$ cat config.mk
export PLATFORM = sky130hd
export DESIGN_NAME = nkps_front
export DESIGN_NICKNAME = d
export VERILOG_FILES = /design/src/design/nearest_k_point_select_assert.svh /design/src/design/nkps_pkg.sv /design/src/design/nkps_front.sv
export SDC_FILE = /design/constraint.sdc
export NUM_CORES = 1
export LEC_CHECK = 0
export BUFFER_PORTS_ARGS = -buffer_cell sky130_fd_sc_hd__buf_4
export CAP_MARGIN = 30
export CORE_MARGIN = 4
export CORE_UTILIZATION = 59
export CTS_BUF_LIST = sky130_fd_sc_hd__clkbuf_4
export CTS_CLUSTER_SIZE = 8
export DETAILED_ROUTE_END_ITERATION = 10
export GPL_TIMING_DRIVEN = 0
export PLACE_DENSITY = 0.92
export SETUP_SLACK_MARGIN = 0.1
export SLEW_MARGIN = 20
export SYNTH_ARGS = -nofsm -noshare
export SYNTH_HDL_FRONTEND = slang
export SYNTH_SLANG_ARGS = --single-unit
$ cat constraint.sdc
create_clock -name clk_i -period 10.85 [get_ports clk_i]
set_input_delay 0 -clock clk_i [delete_from_list [all_inputs] [get_ports clk_i]]
set_output_delay 0 -clock clk_i [all_outputs]
set_load 0.05 [all_outputs]
$ cat src/design/nearest_k_point_select_assert.svh
// Assertion macros for the nearest_k_point_select block.
// Included by the top level; no other dependencies.
`ifndef NEAREST_K_POINT_SELECT_ASSERT_SVH
`define NEAREST_K_POINT_SELECT_ASSERT_SVH
`ifndef NO_ASSERTIONS
`define NKPS_ASSERT(label, clk, rst_n, prop, msg) \
  label: assert property (@(posedge clk) disable iff (!rst_n) prop) else $error(msg);
`define NKPS_ASSERT_NEVER(label, clk, rst_n, cond, msg) \
  label: assert property (@(posedge clk) disable iff (!rst_n) !(cond)) else $error(msg);
`else
`define NKPS_ASSERT(label, clk, rst_n, prop, msg)
`define NKPS_ASSERT_NEVER(label, clk, rst_n, cond, msg)
`endif
`endif

$ cat src/design/nkps_pkg.sv
// Package for nearest_k_point_select: sizes, codes and shared types.
// No dependencies.
`default_nettype none
package nkps_pkg;
  localparam int TableDepth = 64;
  localparam int MaxSlots   = 16;
  localparam int RowW  = $clog2(TableDepth);
  localparam int CntW  = $clog2(TableDepth + 1);
  localparam int SlotW = $clog2(MaxSlots);
  localparam int SelW  = $clog2(MaxSlots + 1);
  localparam int CmdQDepth = 2;

  typedef enum logic [1:0] {
    OP_ADD = 2'd0, OP_REMOVE = 2'd1, OP_CLEAR = 2'd2, OP_SELECT = 2'd3
  } op_e;

  typedef enum logic [1:0] {
    ST_OK = 2'd0, ST_DUP = 2'd1, ST_FULL = 2'd2, ST_NOT_FOUND = 2'd3
  } status_e;

  // Item passed from front to back end
  typedef struct packed {
    op_e                op;
    logic [15:0]        entry_id;
    logic signed [15:0] pos_x;
    logic signed [15:0] pos_y;
    logic signed [15:0] pos_z;
    logic [SelW-1:0]    n_sel;
  } cmd_t;

  typedef struct packed {
    status_e     status;
    logic        slot_valid;
    logic [15:0] slot_id;
    logic [33:0] distance_sq;
    logic [3:0]  rank;
    logic        last;
  } res_t;
endpackage
`default_nettype wire

$ cat src/design/nkps_front.sv
// Front end: accepts items, latches the slot count, queues commands.
// Depends on nkps_pkg.
`default_nettype none
module nkps_front import nkps_pkg::*; (
  input  wire logic        clk_i,
  input  wire logic        rst_ni,
  input  wire logic        push_i,
  output logic             full_o,
  input  wire logic [1:0]  op_i,
  input  wire logic [15:0] entry_id_i,
  input  wire logic [15:0] pos_x_i,
  input  wire logic [15:0] pos_y_i,
  input  wire logic [15:0] pos_z_i,
  input  wire logic        cfg_we_i,
  input  wire logic [4:0]  cfg_wdata_i,
  output logic             cmd_valid_o,
  output cmd_t             cmd_o,
  input  wire logic        cmd_take_i
);
  localparam int PtrW = $clog2(CmdQDepth);
  logic [4:0]   max_sel_q;
  logic [SelW-1:0] n_sel;
  cmd_t         q_mem [CmdQDepth];
  logic [PtrW-1:0] wp_q, rp_q;
  logic [PtrW:0]   cnt_q;
  logic         do_push, do_pop;

  // Config register
  always_ff @(posedge clk_i or negedge rst_ni) begin
    if (!rst_ni) begin
      max_sel_q <= 5'd16;
    end else if (cfg_we_i) begin
      max_sel_q <= cfg_wdata_i;
    end
  end

  // Clamp slot count to 1..MaxSlots
  always_comb begin
    if (max_sel_q == 5'd0) begin
      n_sel = SelW'(1);
    end else if (32'(max_sel_q) > MaxSlots) begin
      n_sel = SelW'(MaxSlots);
    end else begin
      n_sel = SelW'(max_sel_q);
    end
  end

  assign full_o      = (cnt_q == (PtrW+1)'(CmdQDepth));
  assign cmd_valid_o = (cnt_q != '0);
  assign cmd_o       = q_mem[rp_q];
  assign do_push     = push_i && !full_o;
  assign do_pop      = cmd_take_i && cmd_valid_o;

  // Command queue
  always_ff @(posedge clk_i or negedge rst_ni) begin
    if (!rst_ni) begin
      wp_q  <= '0;
      rp_q  <= '0;
      cnt_q <= '0;
    end else begin
      if (do_push) begin
        wp_q <= wp_q + 1'b1;
      end
      if (do_pop) begin
        rp_q <= rp_q + 1'b1;
      end
      cnt_q <= cnt_q + (PtrW+1)'(do_push) - (PtrW+1)'(do_pop);
    end
  end

  always_ff @(posedge clk_i) begin
    if (do_push) begin
      q_mem[wp_q] <= '{op: op_e'(op_i), entry_id: entry_id_i, pos_x: pos_x_i,
                       pos_y: pos_y_i, pos_z: pos_z_i, n_sel: n_sel};
    end
  end
endmodule
`default_nettype wire

# After elaboration in Yosys (flattened, before gate mapping)
# Memory sizes are Yosys's and may differ from the RTL's.
# Cells that the tools add are included.
[op_classes]
n_reduce_logical = 5
n_eq_ne = 1
magnitude_cmp = 1
mux = 4
n_addsub = 4
[op_table]
columns = ["op", "count"]
rows = [
  ["$mux W5", 2],
  ["$gt A5 B5 Y1 const B", 1],
  ["$logic_not A5 Y1", 1],
  ["$add A1 B1 Y1 const B", 2],
  ["$add A2 B1 Y2", 1],
  ["$eq A2 B2 Y1 const B", 1],
  ["$logic_and A1 B1 Y1", 2],
  ["$mux W1", 2],
  ["$reduce_bool A2 Y1", 1],
  ["$sub A2 B1 Y2", 1],
  ["$logic_not A1 Y1", 1],
]
[word_totals]
out_inout_bits = 73
ramBits = 142
register_bits = 9
inputBits = 76
n_memories = 1
elab_cells = 20
[mem_list]
columns = ["memory", "depth", "word_bits", "read_ports", "rd_ports_with_merged_regs", "wr", "line", "rtl"]
rows = [
  ["q_mem", 2, 71, 1, 0, 1, "nkps_front.sv:23", "cmd_t q_mem [CmdQDepth];"],
]

# Depth between registers and ports, before layout
# Gate-level depths: netlist of the first run.
[logic_depth]
word_depth = 5
ltp_mapped = 7
depth_no_buf = 7

# Worst setup path before layout of the first run
# OpenSTA, ideal clock, no wires.
[synth_timing]
path_type = "reg-to-reg"
startpoint = "reg cnt_q[1]"
endpoint = "mem q_mem[0][0] (netlist bit), enable pin"
setup_ps = 500
arrival_ps = 3554
n_path_buf = 0
required_time_ps = 10350
period_less_slack_ps = 4055
path_slack_ps = 6795
path_stages_with_launch = 4
path_cell_list = "dfrtp_1 nand2b_1 nand2_1 nor2_1"
[synth_via]
elab_chain_len = 5
[synth_lines]
columns = ["element", "line", "rtl"]
rows = [
  ["from (decl)", "nkps_front.sv:25", "logic [PtrW:0] cnt_q;"],
  ["from (signal assigned)", "nkps_front.sv:67", "cnt_q <= cnt_q + (PtrW+1)'(do_push) - (PtrW+1)'(do_pop);"],
  ["$eq A2 B2 Y1", "nkps_front.sv:48", "assign full_o = (cnt_q == (PtrW+1)'(CmdQDepth));"],
  ["$logic_not A1 Y1", "nkps_front.sv:51", "assign do_push = push_i && !full_o;"],
  ["$logic_and A1 B1 Y1", "nkps_front.sv:51", ""],
  ["$mux W1", "nkps_front.sv:72", "if (do_push) begin"],
  ["$mux W1 (implied by the code)", "nkps_front.sv:73", "q_mem[wp_q] <= '{op: op_e'(op_i), entry_id: entry_id_i, pos_x: pos_x_i,"],
  ["to (decl)", "nkps_front.sv:23", ""],
]
# Every way passes these cells.

# Final worst setup path of the first run
[layout_timing]
startpoint = "reg cnt_q[1]"
endpoint = "mem q_mem[0][65] (netlist bit), enable pin"
# The elaborated chain is that of the path after synthesis.

==> impl_metrics.env, run 1 <==
export IMPL_synthAdderAreaFrac=0.00425
export IMPL_drive_gt1_frac=0.518
export IMPL_hp_class="in2reg"
export IMPL_grt_met1_usage=0.268
export IMPL_fill_cells=454
export IMPL_p_per_area_nw_per_um2=288
export IMPL_ys_flop_type="edfxtp_1"
export IMPL_die_area_um2=11700
export IMPL_grt_busiest_layer="met2"
export IMPL_cts_buffers=17
export IMPL_irDropWorstVdd_v=0.000208
export IMPL_cp_data_arrival_time_ns=2.14
export IMPL_slew_viol_final=0
export IMPL_synth_seq_area_share=0.762
export IMPL_holdPathStages=2
export IMPL_ios=149
export IMPL_place_hpwl_mm=7.42
export IMPL_tns_ns=0
export IMPL_synth_mux_area_fraction=0.189
export IMPL_endpoint_kind="flop"
export IMPL_finalWirelength_mm=13.8
export IMPL_grt_start_max_net_pins=40
export IMPL_pre_cts_ws_ns=8.92
export IMPL_met3_usage=0.0675
export IMPL_power_uw=2410
export IMPL_fp_dieH_um=108
export IMPL_gp_congestion=0.704
export IMPL_crit_type="reg2reg"
export IMPL_worstPathCellList="nand2b_1 -> nand2_1 -> nor2_4 -> buf_12"
export IMPL_tritoncts="yes"
export IMPL_clkLatencyLatePin_ns=0.52
export IMPL_status="completed"
export IMPL_min_period_ns=1.94
export IMPL_cp_required_ns=11.05
export IMPL_crit_path_max_fanout=27
export IMPL_hold_slack_ns=0.204
export IMPL_yosys_area_share_simple=0.0113
export IMPL_overflow=0
export IMPL_maxCapViolCount=0
export IMPL_ctsRootBufferMaster="clkbuf_4"
export IMPL_r2r_cells=4
export IMPL_clock_sinks=151
export IMPL_post_cts_resized=0
export IMPL_core_area_um2=9730
export IMPL_fin_crit_sh=0.178
export IMPL_synth_seq_cells=151
export IMPL_initial_core_util=0.606
export IMPL_synth_compound_area_frac=0
export IMPL_setup_ws_ns=8.91
export IMPL_rsz0062_at_grt="false"
export IMPL_diodes=0
export IMPL_grt_pass1_wl_mm=20.8
export IMPL_via_per_inst=5.08
export IMPL_timing_slew_headroom=0.539
export IMPL_finClkSkew_ns=0.0292
export IMPL_yosysUniqueCellTypes=20
export IMPL_drt_pass1_iter_count=4
export IMPL_r2r_start="cnt_q[1]"
export IMPL_worst_slew_pin_slew_ns=0.689
export IMPL_synthCells=256
export IMPL_wire_per_inst_um=21.2
export IMPL_yosys_warnings=0
export IMPL_whs_endpoint="q_mem[0][45]"
export IMPL_power_leakage_uw=0.00339
export IMPL_nets=584
export IMPL_synth_fp_nets=334
export IMPL_drt_iter0_markers=151
export IMPL_crit_path_top_delay_cell="nor2_4"
export IMPL_reg2reg_slack_ns=8.91
export IMPL_grt_use_met2=0.476
export IMPL_grt_usage=0.249
export IMPL_hold_viol_final=0
export IMPL_antenna_found_initial=0
export IMPL_syn2layout_area_growth_pct=41.6
export IMPL_netlist_area_um2=5890
export IMPL_min_from="pos_x_i[8]"
export IMPL_fmax_mhz=517
export IMPL_synth_edf_count=142
export IMPL_start_kind="flop"
export IMPL_ys_async_sr_fraction=0.0596
export IMPL_cts_buffer_depth=2
export IMPL_post_route_drc_count=0
export IMPL_cts_clk_slew_worst_paths_ns=0.14
export IMPL_vias=3313
export IMPL_synth_xor_area_frac=0.00594
export IMPL_cts_max_level=4
export IMPL_timing_rr_end="q_mem[0][65]"
export IMPL_core_rowCount=36
export IMPL_io_buffers=148
export IMPL_setup_violations=0
export IMPL_ant_nets=0
export IMPL_synth_top_family_by_area="multiplexers"
export IMPL_max_stage_delay_ns=0.57
export IMPL_grt_pass1_vias=3781
export IMPL_die_w_um=108
export IMPL_syn_avg_cell_area_um2=23.0
kinds of logic (layout without fill, tap and decap cells):
logic type,count (synthesis),in the layout
adders and majority gates,2,2
muxes,76,76
xor gates and xnor gates,4,4
buffers and inverters,11,274
DFF,151,151
and+or+nand+nor,12,12
Yosys cell counts (2+ instances only):
master / count / share of area
edfxtp_1: 142 / 0.72
mux2_4: 69 / 0.18
dfrtp_1: 8 / 0.034
buf_12: 7 / 0.024
mux2_2: 7 / 0.013
nor2_1: 3 / 0.0019
nor2b_1: 3 / 0.0032
xnor2_1: 3 / 0.0045
ha_1: 2 / 0.0042
inv_1: 2 / 0.0013
flip-flops by register name (all words and copies together), names as in the netlist:
| signal | cells |
|---|---|
| q_mem | 142 |
| max_sel_q | 5 |
| cnt_q | 2 |
| rp_q | 1 |
| wp_q | 1 |
critical path, delay by kind of cell, from the launching register on:
kind | cells | cell delay, ns
buf+inv | 1 | 0.28
simple gates | 3 | 0.90
flops | 1 | 0.45
worst max-delay path by stage:
stage              from            to  slack [ns]  cells after the start
6_report       cnt_q[1]  q_mem[0][65]        8.91                      4
5_1_grt        cnt_q[0]  q_mem[0][65]        8.78                      4
4_1_cts        cnt_q[1]  q_mem[0][65]        8.89                      4
3_5_place_dp   cnt_q[1]  q_mem[0][35]        8.92                      4
3_3_place_gp   cnt_q[1]  q_mem[0][34]        5.38                      3
2_1_floorplan  cnt_q[1]   q_mem[0][0]        6.80                      3
layout make-up:
type | instances | area (um^2) | share of cell area
Buffer | 9 | 155 | 0.0186
Clock buffer | 22 | 165 | 0.0198
Clock inverter | 10 | 131 | 0.0157
Inverter | 2 | 7.51 | 0.000899
Multi-Input combinational cell | 94 | 1250 | 0.150
Sequential cell | 151 | 4490 | 0.538
Tap cell | 133 | 166 | 0.0199
Timing Repair Buffer | 231 | 1980 | 0.237
repair_timing:
item	4_1_cts	5_1_grt
setup buffers	0	0
hold buffers	80	0
hold endpoints to repair	148	0
placed cells by master (no fill, tap or decap), drive strengths merged:
| cell | synthesis | routed |
|---|---|---|
| buf | 8 | 159 |
| edfxtp | 142 | 142 |
| dlygate4sd3 | 0 | 80 |
| mux2 | 76 | 76 |
| clkbuf | 1 | 23 |
| dfrtp | 8 | 8 |
| clkinv | 0 | 4 |
| nor2b | 3 | 3 |
| xnor2 | 3 | 3 |
| bufinv | 0 | 3 |
| nor2 | 3 | 3 |
| inv | 2 | 3 |
| ha | 2 | 2 |
| clkinvlp | 0 | 2 |
| nor3 | 1 | 1 |
| or2 | 1 | 1 |
| and2 | 1 | 1 |
| nand2b | 1 | 1 |
| nand2 | 1 | 1 |
| and3 | 1 | 1 |
| xor2 | 1 | 1 |
| dfstp | 1 | 1 |
metal layers:
layer,vias up,routed length (um)
li1,1506,-
met1,1661,4960
met2,132,7890
met3,14,815
met4,0,133
met5,-,0
report_power, final:
| part | total (uW) | internal (uW) | switching, uW |
|---|---|---|---|
| Combinational | 1210 | 474 | 735 |
| Clock | 359 | 171 | 187 |
| Sequential | 839 | 793 | 46.7 |
| Total | 2410 | 1440 | 969 |
per-stage QoR:
| stage | util | instance area [um^2] | instances |
|---|---|---|---|
| after global routing | 0.858 | 8350 | 652 |
| after detailed placement | 0.745 | 7250 | 540 |
| after CTS | 0.858 | 8350 | 652 |
| after global placement | 0.737 | 7170 | 537 |
| final | 0.858 | 8350 | 652 |
| after floorplan | - | 5890 | 256 |
Power figures use the tool's default switching activity.
==> run 2, diff against run 1 <==
- CORE_UTILIZATION: 59 -> 55
- PLACE_DENSITY: 0.92 -> 0.87
- clock period: 10.85 -> 2 ns (I/O delays scaled with it)
==> run 2 against run 1 <==
Effect of this change:
- first-iteration DRC count is 14% lower
- count of clock-buffer cells in the layout down 4
- wire length decreased by 7.7%
- sequential share of layout area is 0.26 points lower
- setup slack got worse by 8.7 ns
- clock power grew to 5.7 times the previous value
- highest routed layer unchanged
==> impl_metrics.env, run 2 (synthesis results as in run 1) <==
export IMPL_cp_required_ns=2.43
export IMPL_rsz0062_at_grt="false"
export IMPL_top_layer_used="met4"
export IMPL_tns_ns=0
export IMPL_cts_buffers=17
export IMPL_whs_endpoint="q_mem[0][11]"
export IMPL_finalWirelength_mm=12.7
export IMPL_power_leakage_uw=0.00340
export IMPL_crit_path_max_fanout=3
export IMPL_start_kind="flop"
export IMPL_drt_pass1_iter_count=5
export IMPL_dr_wl_met2_mm=7.11
export IMPL_hold_slack_ns=0.198
export IMPL_drive_gt1_frac=0.520
export IMPL_nets=585
export IMPL_tritoncts="yes"
export IMPL_reg2reg_slack_ns=0.22
export IMPL_status="completed"
export IMPL_drt_iter0_markers=130
export IMPL_finClkSkew_ns=0.0254
export IMPL_hold_viol_final=0
export IMPL_setup_ws_ns=0.216
export IMPL_syn2layout_area_growth_pct=42.3
export IMPL_ant_nets=0
export IMPL_clkLatencyLatePin_ns=0.53
export IMPL_overflow=0
export IMPL_p_int_uw=7880
export IMPL_endpoint_kind="flop"
export IMPL_io_buffers=148
export IMPL_p_sw_uw=5230
export IMPL_via_per_inst=4.96
export IMPL_timing_slew_headroom=0.559
export IMPL_slew_viol_final=0
export IMPL_fill_cells=508
export IMPL_core_area_um2=10400
export IMPL_pwr_share_comb=0.499
export IMPL_power_uw=13100
export IMPL_min_period_ns=1.78
export IMPL_fp_dieH_um=112
export IMPL_wire_per_inst_um=19.5
export IMPL_core_rowCount=37
export IMPL_holdPathStages=2
export IMPL_clock_sinks=151
export IMPL_top_register="q_mem"
export IMPL_setup_violations=0
export IMPL_p_per_area_nw_per_um2=1560
export IMPL_cts_buffer_depth=2
export IMPL_cts_max_level=4
export IMPL_ctsRootBufferMaster="clkbuf_4"
export IMPL_final_common_cell="buf_4"
export IMPL_cp_startpoint="cnt_q[1]"
export IMPL_seqCellArea_um2=4490
export IMPL_cp_data_arrival_time_ns=2.22
export IMPL_multi_input_area_um2=1260
export IMPL_fin_util=0.809
export IMPL_die_area_um2=12400
export IMPL_switching_share=0.399
export IMPL_pre_cts_ws_ns=0.0829
export IMPL_fin_crit_sh=0.892
export IMPL_r2r_cells=7
export IMPL_grt_usage=0.216
export IMPL_min_from="pos_z_i[6]"
export IMPL_grt_start_max_net_pins=41
export IMPL_initial_core_util=0.568
export IMPL_timing_rr_end="cnt_q[1]"
export IMPL_vias=3249
export IMPL_gp_congestion=0.701
export IMPL_hp_class="in2reg"
export IMPL_grt_pass1_vias=3684
export IMPL_cts_clk_slew_worst_paths_ns=0.14
export IMPL_fmax_mhz=561
export IMPL_place_hpwl_mm=7.24
export IMPL_route_met3_wl_um=713
export IMPL_reg_largest_list="q_mem (142), max_sel_q (5), cnt_q (2)"
export IMPL_largest_reg_flops=142
export IMPL_irDropWorstVdd_v=0.00120
export IMPL_r2r_start="cnt_q[1]"
export IMPL_post_route_drc_count=0
export IMPL_antenna_found_initial=0
export IMPL_grt_pass1_wl_mm=20.1
export IMPL_diodes=0
export IMPL_clkPwrFrac=0.155
export IMPL_sequentialPowerShare=0.346
export IMPL_met1_length_mm=4.75
export IMPL_final_cell_mix="buf_4 (148), edfxtp_1 (142), dlygate4sd3_1 (80), mux2_4 (69), clkbuf_4 (18)"
export IMPL_ios=149
export IMPL_die_w_um=112
export IMPL_worst_slew_pin_slew_ns=0.661
export IMPL_maxCapViolCount=0
export IMPL_crit_type="reg2reg"
run 2: changes by cell type in the layout (fill, tap and decap cells not counted), sizes merged:
cell / before / now
bufinv: 3 / 4
clkinvlp: 2 / 4
clkbuf: 23 / 19
nor2: 3 / 4
run 2: power by group through the flow:
stage	clock network [uW]	registers, uW	logic (uW)
after detailed placement	0	4580	6340
after global placement	0	4550	6160
after global routing	2270	4590	6810
after floorplan	0	4520	4770
final	2040	4530	6540
after CTS	2050	4510	6500
run 2: cell type report:
class | count | share of cell area
well taps | 136 | 0.0203
flip-flops and latches | 151 | 0.535
inverters | 2 | 0.000895
repair buffers | 231 | 0.236
clock inverters | 13 | 0.0215
clock buffers | 18 | 0.0161
plain buffers | 9 | 0.0195
multi-input cells | 95 | 0.150
run 2: metal layers:
| layer | vias to the layer above | global-route usage |
|---|---|---|
| met5 | - | 0 |
| met4 | 0 | 0.0714 |
| met3 | 12 | 0.0668 |
| met2 | 124 | 0.387 |
| met1 | 1606 | 0.246 |
| li1 | 1507 | - |
run 2: worst max-delay path: stages (launching register included):
cell,delay (ns)
dfrtp_1,0.42
or2_1,0.27
and2_4,0.18
ha_1,0.28
inv_1,0.05
ha_1,0.19
xnor2_1,0.19
xnor2_1,0.14
run 2: repair_timing:
action,in CTS,in global routing
setup endpoints to repair,26,69
buffers inserted,0,0
pin swaps,1,0
cloned,1,0
hold endpoints to repair,148,0
resized for setup,0,2
hold buffers,80,0
run 2: through the flow:
step                instance area, um^2  cells
finish                             8390    655
global route                       8390    655
CTS                                8380    655
detailed placement                 7260    543
global placement                   7190    540
floorplan                          5910    256
run 2: how the worst max path moves through the flow:
| stage | endpoint | slack (ns) | cells after the start |
|---|---|---|---|
| after CTS | cmd_o[1] | 0.17 | 4 |
| after global routing | cnt_q[1] | 0.10 | 7 |
| after detailed placement | q_mem[0][22] | 0.08 | 4 |
| after floorplan | q_mem[0][0] | -0.07 | 3 |
| after global placement | q_mem[0][15] | -0.62 | 3 |
| final | cnt_q[1] | 0.22 | 7 |
==> run 3, diff against run 2 <==
- CORE_UTILIZATION: 55 -> 45
- CTS_BUF_LIST: sky130_fd_sc_hd__clkbuf_4 -> sky130_fd_sc_hd__clkbuf_2
- PLACE_DENSITY: 0.87 -> 0.74
==> run 3 against run 2 <==
Effect of this change:
- the flow now stops in clock tree synthesis
- synthesized area is the same
- synthesized cell count unchanged
==> impl_metrics.env, run 3 <==
export IMPL_status="aborted with a tool error"
export IMPL_place_hpwl_mm=6.88
export IMPL_clock_sinks=151
export IMPL_syn_avg_cell_area_um2=23.0
export IMPL_cts_buffers=17
export IMPL_yosys_warnings=0
export IMPL_yosysTopAreaCell="edfxtp_1"
export IMPL_io_buffers=148
export IMPL_ys_async_sr_fraction=0.0596
export IMPL_synth_top_area_frac=0.723
export IMPL_ys_flop_type="edfxtp_1"
export IMPL_post_cts_setup_buffer_count=0
export IMPL_synth_fp_nets=334
export IMPL_cts_buffer_depth=2
export IMPL_netlist_area_um2=5890
export IMPL_yosysMostFrequentCell="edfxtp_1"
export IMPL_die_w_um=122
export IMPL_ios=149
export IMPL_synth_seq_cells=151
export IMPL_synth_common_cells="edfxtp_1 (142), mux2_4 (69), dfrtp_1 (8)"
export IMPL_placed_cell_area_um2=7300
export IMPL_initial_core_util=0.463
export IMPL_post_cts_resized=114
export IMPL_synth_seq_area_share=0.762
export IMPL_ctsHoldBuffers=124
export IMPL_synthCells=256
export IMPL_ctsRootBufferMaster="clkbuf_2"
export IMPL_gp_congestion=0.684
export IMPL_haltStage="clock tree synthesis"
export IMPL_pre_cts_ws_ns=0.0954
export IMPL_synth_edf_count=142
export IMPL_core_rowCount=41
export IMPL_cts_max_level=4
export IMPL_synth_area_leaders="edfxtp_1 (72%), mux2_4 (18%), dfrtp_1 (3.4%)"
export IMPL_fp_dieH_um=122
export IMPL_error="[ERROR RSZ-0060] Max buffer count reached."
export IMPL_yosysUniqueCellTypes=20
run 3: logic make-up after synthesis:
logic type	after synthesis	share of synthesized area
flops	151	0.762
mux	76	0.189
simple gates	12	0.0113
buf+inv	11	0.0276
fa+ha+maj	2	0.00424
xor+xnor	4	0.00594
run 3: stage by stage:
stage                     hold WS, ns  std cells
after floorplan                -0.296        256
after global placement         -0.172        576
after detailed placement       -0.165        579
==> run 4, diff against run 3 <==
- CORE_UTILIZATION: 45 -> 30
- CTS_BUF_LIST: sky130_fd_sc_hd__clkbuf_2 -> default
- CTS_CLUSTER_SIZE: 8 -> default
- PLACE_DENSITY: 0.74 -> default
- PLACE_DENSITY_LB_ADDON: default -> 0.15
- SETUP_SLACK_MARGIN: 0.1 -> default
==> run 4 against run 3 <==
Effect of this change:
- the flow now finishes without violations
==> impl_metrics.env, run 4 (synthesis results as in run 1) <==
export IMPL_cp_data_arrival_time_ns=1.89
export IMPL_hp_class="in2async"
export IMPL_hold_slack_ns=0.0738
export IMPL_cp_required_ns=2.10
export IMPL_gp_congestion=0.680
export IMPL_timing_slew_headroom=0.598
export IMPL_tritoncts="yes"
export IMPL_grt_start_max_net_pins=39
export IMPL_maxCapViolCount=0
export IMPL_slew_viol_final=0
export IMPL_antenna_found_initial=0
export IMPL_setup_violations=0
export IMPL_irDropWorstVdd_v=0.000684
export IMPL_crit_path_max_fanout=38
export IMPL_hold_viol_final=0
export IMPL_core_rowCount=51
export IMPL_crit_type="reg2reg"
export IMPL_cts_buffer_depth=2
export IMPL_wire_per_inst_um=15.2
export IMPL_min_period_ns=1.79
export IMPL_endpoint_kind="flop"
export IMPL_placedCellCount=673
export IMPL_post_cts_resized=0
export IMPL_worst_slew_pin_slew_ns=0.602
export IMPL_post_route_drc_count=0
export IMPL_fin_crit_sh=0.893
export IMPL_grt_usage=0.111
export IMPL_status="completed"
export IMPL_crit_path_top_delay_cell="and3_4"
export IMPL_largest_reg_flops=142
export IMPL_drive_gt1_frac=0.523
export IMPL_grt_pass1_wl_mm=18.5
export IMPL_drt_pass1_iter_count=3
export IMPL_via_per_inst=4.03
export IMPL_p_per_area_nw_per_um2=1630
export IMPL_fmax_mhz=560
export IMPL_cts_clk_slew_worst_paths_ns=0.06
export IMPL_clkLatencyLatePin_ns=0.41
export IMPL_ios=149
export IMPL_grt_pass1_vias=3587
export IMPL_fp_dieH_um=148
export IMPL_finalWirelength_mm=12.0
export IMPL_place_hpwl_mm=7.74
export IMPL_final_cell_area_um2=8920
export IMPL_diodes=0
export IMPL_cts_buffers=17
export IMPL_r2r_start="cnt_q[1]"
export IMPL_overflow=0
export IMPL_max_stage_delay_ns=0.60
export IMPL_nets=587
export IMPL_core_area_um2=19400
export IMPL_layout_cells_non_filler=787
export IMPL_cts_max_level=4
export IMPL_final_cell_mix="buf_4 (149), edfxtp_1 (142), dlygate4sd3_1 (80), mux2_4 (69), clkbuf_16 (17)"
export IMPL_drt_iter0_markers=83
export IMPL_cp_startpoint="cnt_q[1]"
export IMPL_finClkSkew_ns=0.00586
export IMPL_io_buffers=148
export IMPL_rsz0062_at_grt="false"
export IMPL_ctsRootBufferMaster="clkbuf_16"
export IMPL_die_area_um2=22000
export IMPL_top_register="q_mem"
export IMPL_final_common_cell="buf_4"
export IMPL_ant_nets=0
export IMPL_reg_largest_list="q_mem (142), max_sel_q (5), cnt_q (2)"
export IMPL_start_kind="flop"
export IMPL_placed_cell_area_um2=7450
export IMPL_clock_sinks=151
export IMPL_vias=3170
export IMPL_syn2layout_area_growth_pct=51.3
export IMPL_power_leakage_uw=0.00357
export IMPL_initial_core_util=0.304
export IMPL_die_w_um=148
export IMPL_worstPathCellList="nand2b_1 -> and3_4 -> buf_12"
run 4: final timing paths:
check | slack [ns] | endpoint | depth (start not counted)
worst min register to register | 0.50 | cnt_q[1] | 1
worst min-delay path | 0.07 | max_sel_q[4] | 2
min in group clk_i | 0.31 | q_mem[1][44] | 2
max in group asynchronous | 1.11 | rp_q | 3
worst max-delay path | 0.21 | q_mem[1][22] | 3
worst max register to register | 0.21 | q_mem[1][22] | 3
run 4: through the flow:
| stage | total power, uW | TNS [ns] | worst slack, ns | utilization |
|---|---|---|---|---|
| 3_5_place_dp | 11100 | -4.79 | -0.231 | 0.384 |
| 5_1_grt | 15200 | 0 | 0.0688 | 0.460 |
| 4_1_cts | 14800 | 0 | 0.153 | 0.460 |
| 2_1_floorplan | 9290 | -5.12 | -0.0722 | - |
| 6_report | 14500 | 0 | 0.213 | 0.460 |
| 3_3_place_gp | 10900 | -95.09 | -0.849 | 0.379 |
run 4: routing by layer:
metal,up-vias,GRT usage,part of all wire
li1,1508,-,-
met1,1561,0.123,0.41
met2,86,0.191,0.52
met3,15,0.0360,0.056
met4,0,0.0540,0.019
met5,-,0,0
run 4: final cells by class:
type                    instances  area [um^2]
inverters                       2         7.51
flip-flops and latches        151         4490
well taps                     265          332
repair buffers                233         2020
multi-input cells              95         1260
fillers                      1747        10500
clock inverters                15          225
clock buffers                  17          425
plain buffers                   9          155
run 4: what timing repair did:
action | CTS | global route
endpoints found under the setup margin | 34 | 0
hold buffers | 80 | 0
endpoints found under the hold margin | 148 | 0
buffers inserted | 1 | 0
run 4: critical path: cells and delay by family (launching register included):
family	cells	cell delay (ns)
DFF	1	0.40
buffers and inverters	1	0.31
and+or+nand+nor	2	0.75
run 4: power by group:
part	internal, uW	leakage [uW]	switching [uW]
clock	2220	0.000309	1280
sequential	4300	0.00142	181
combinational	2620	0.00183	3930
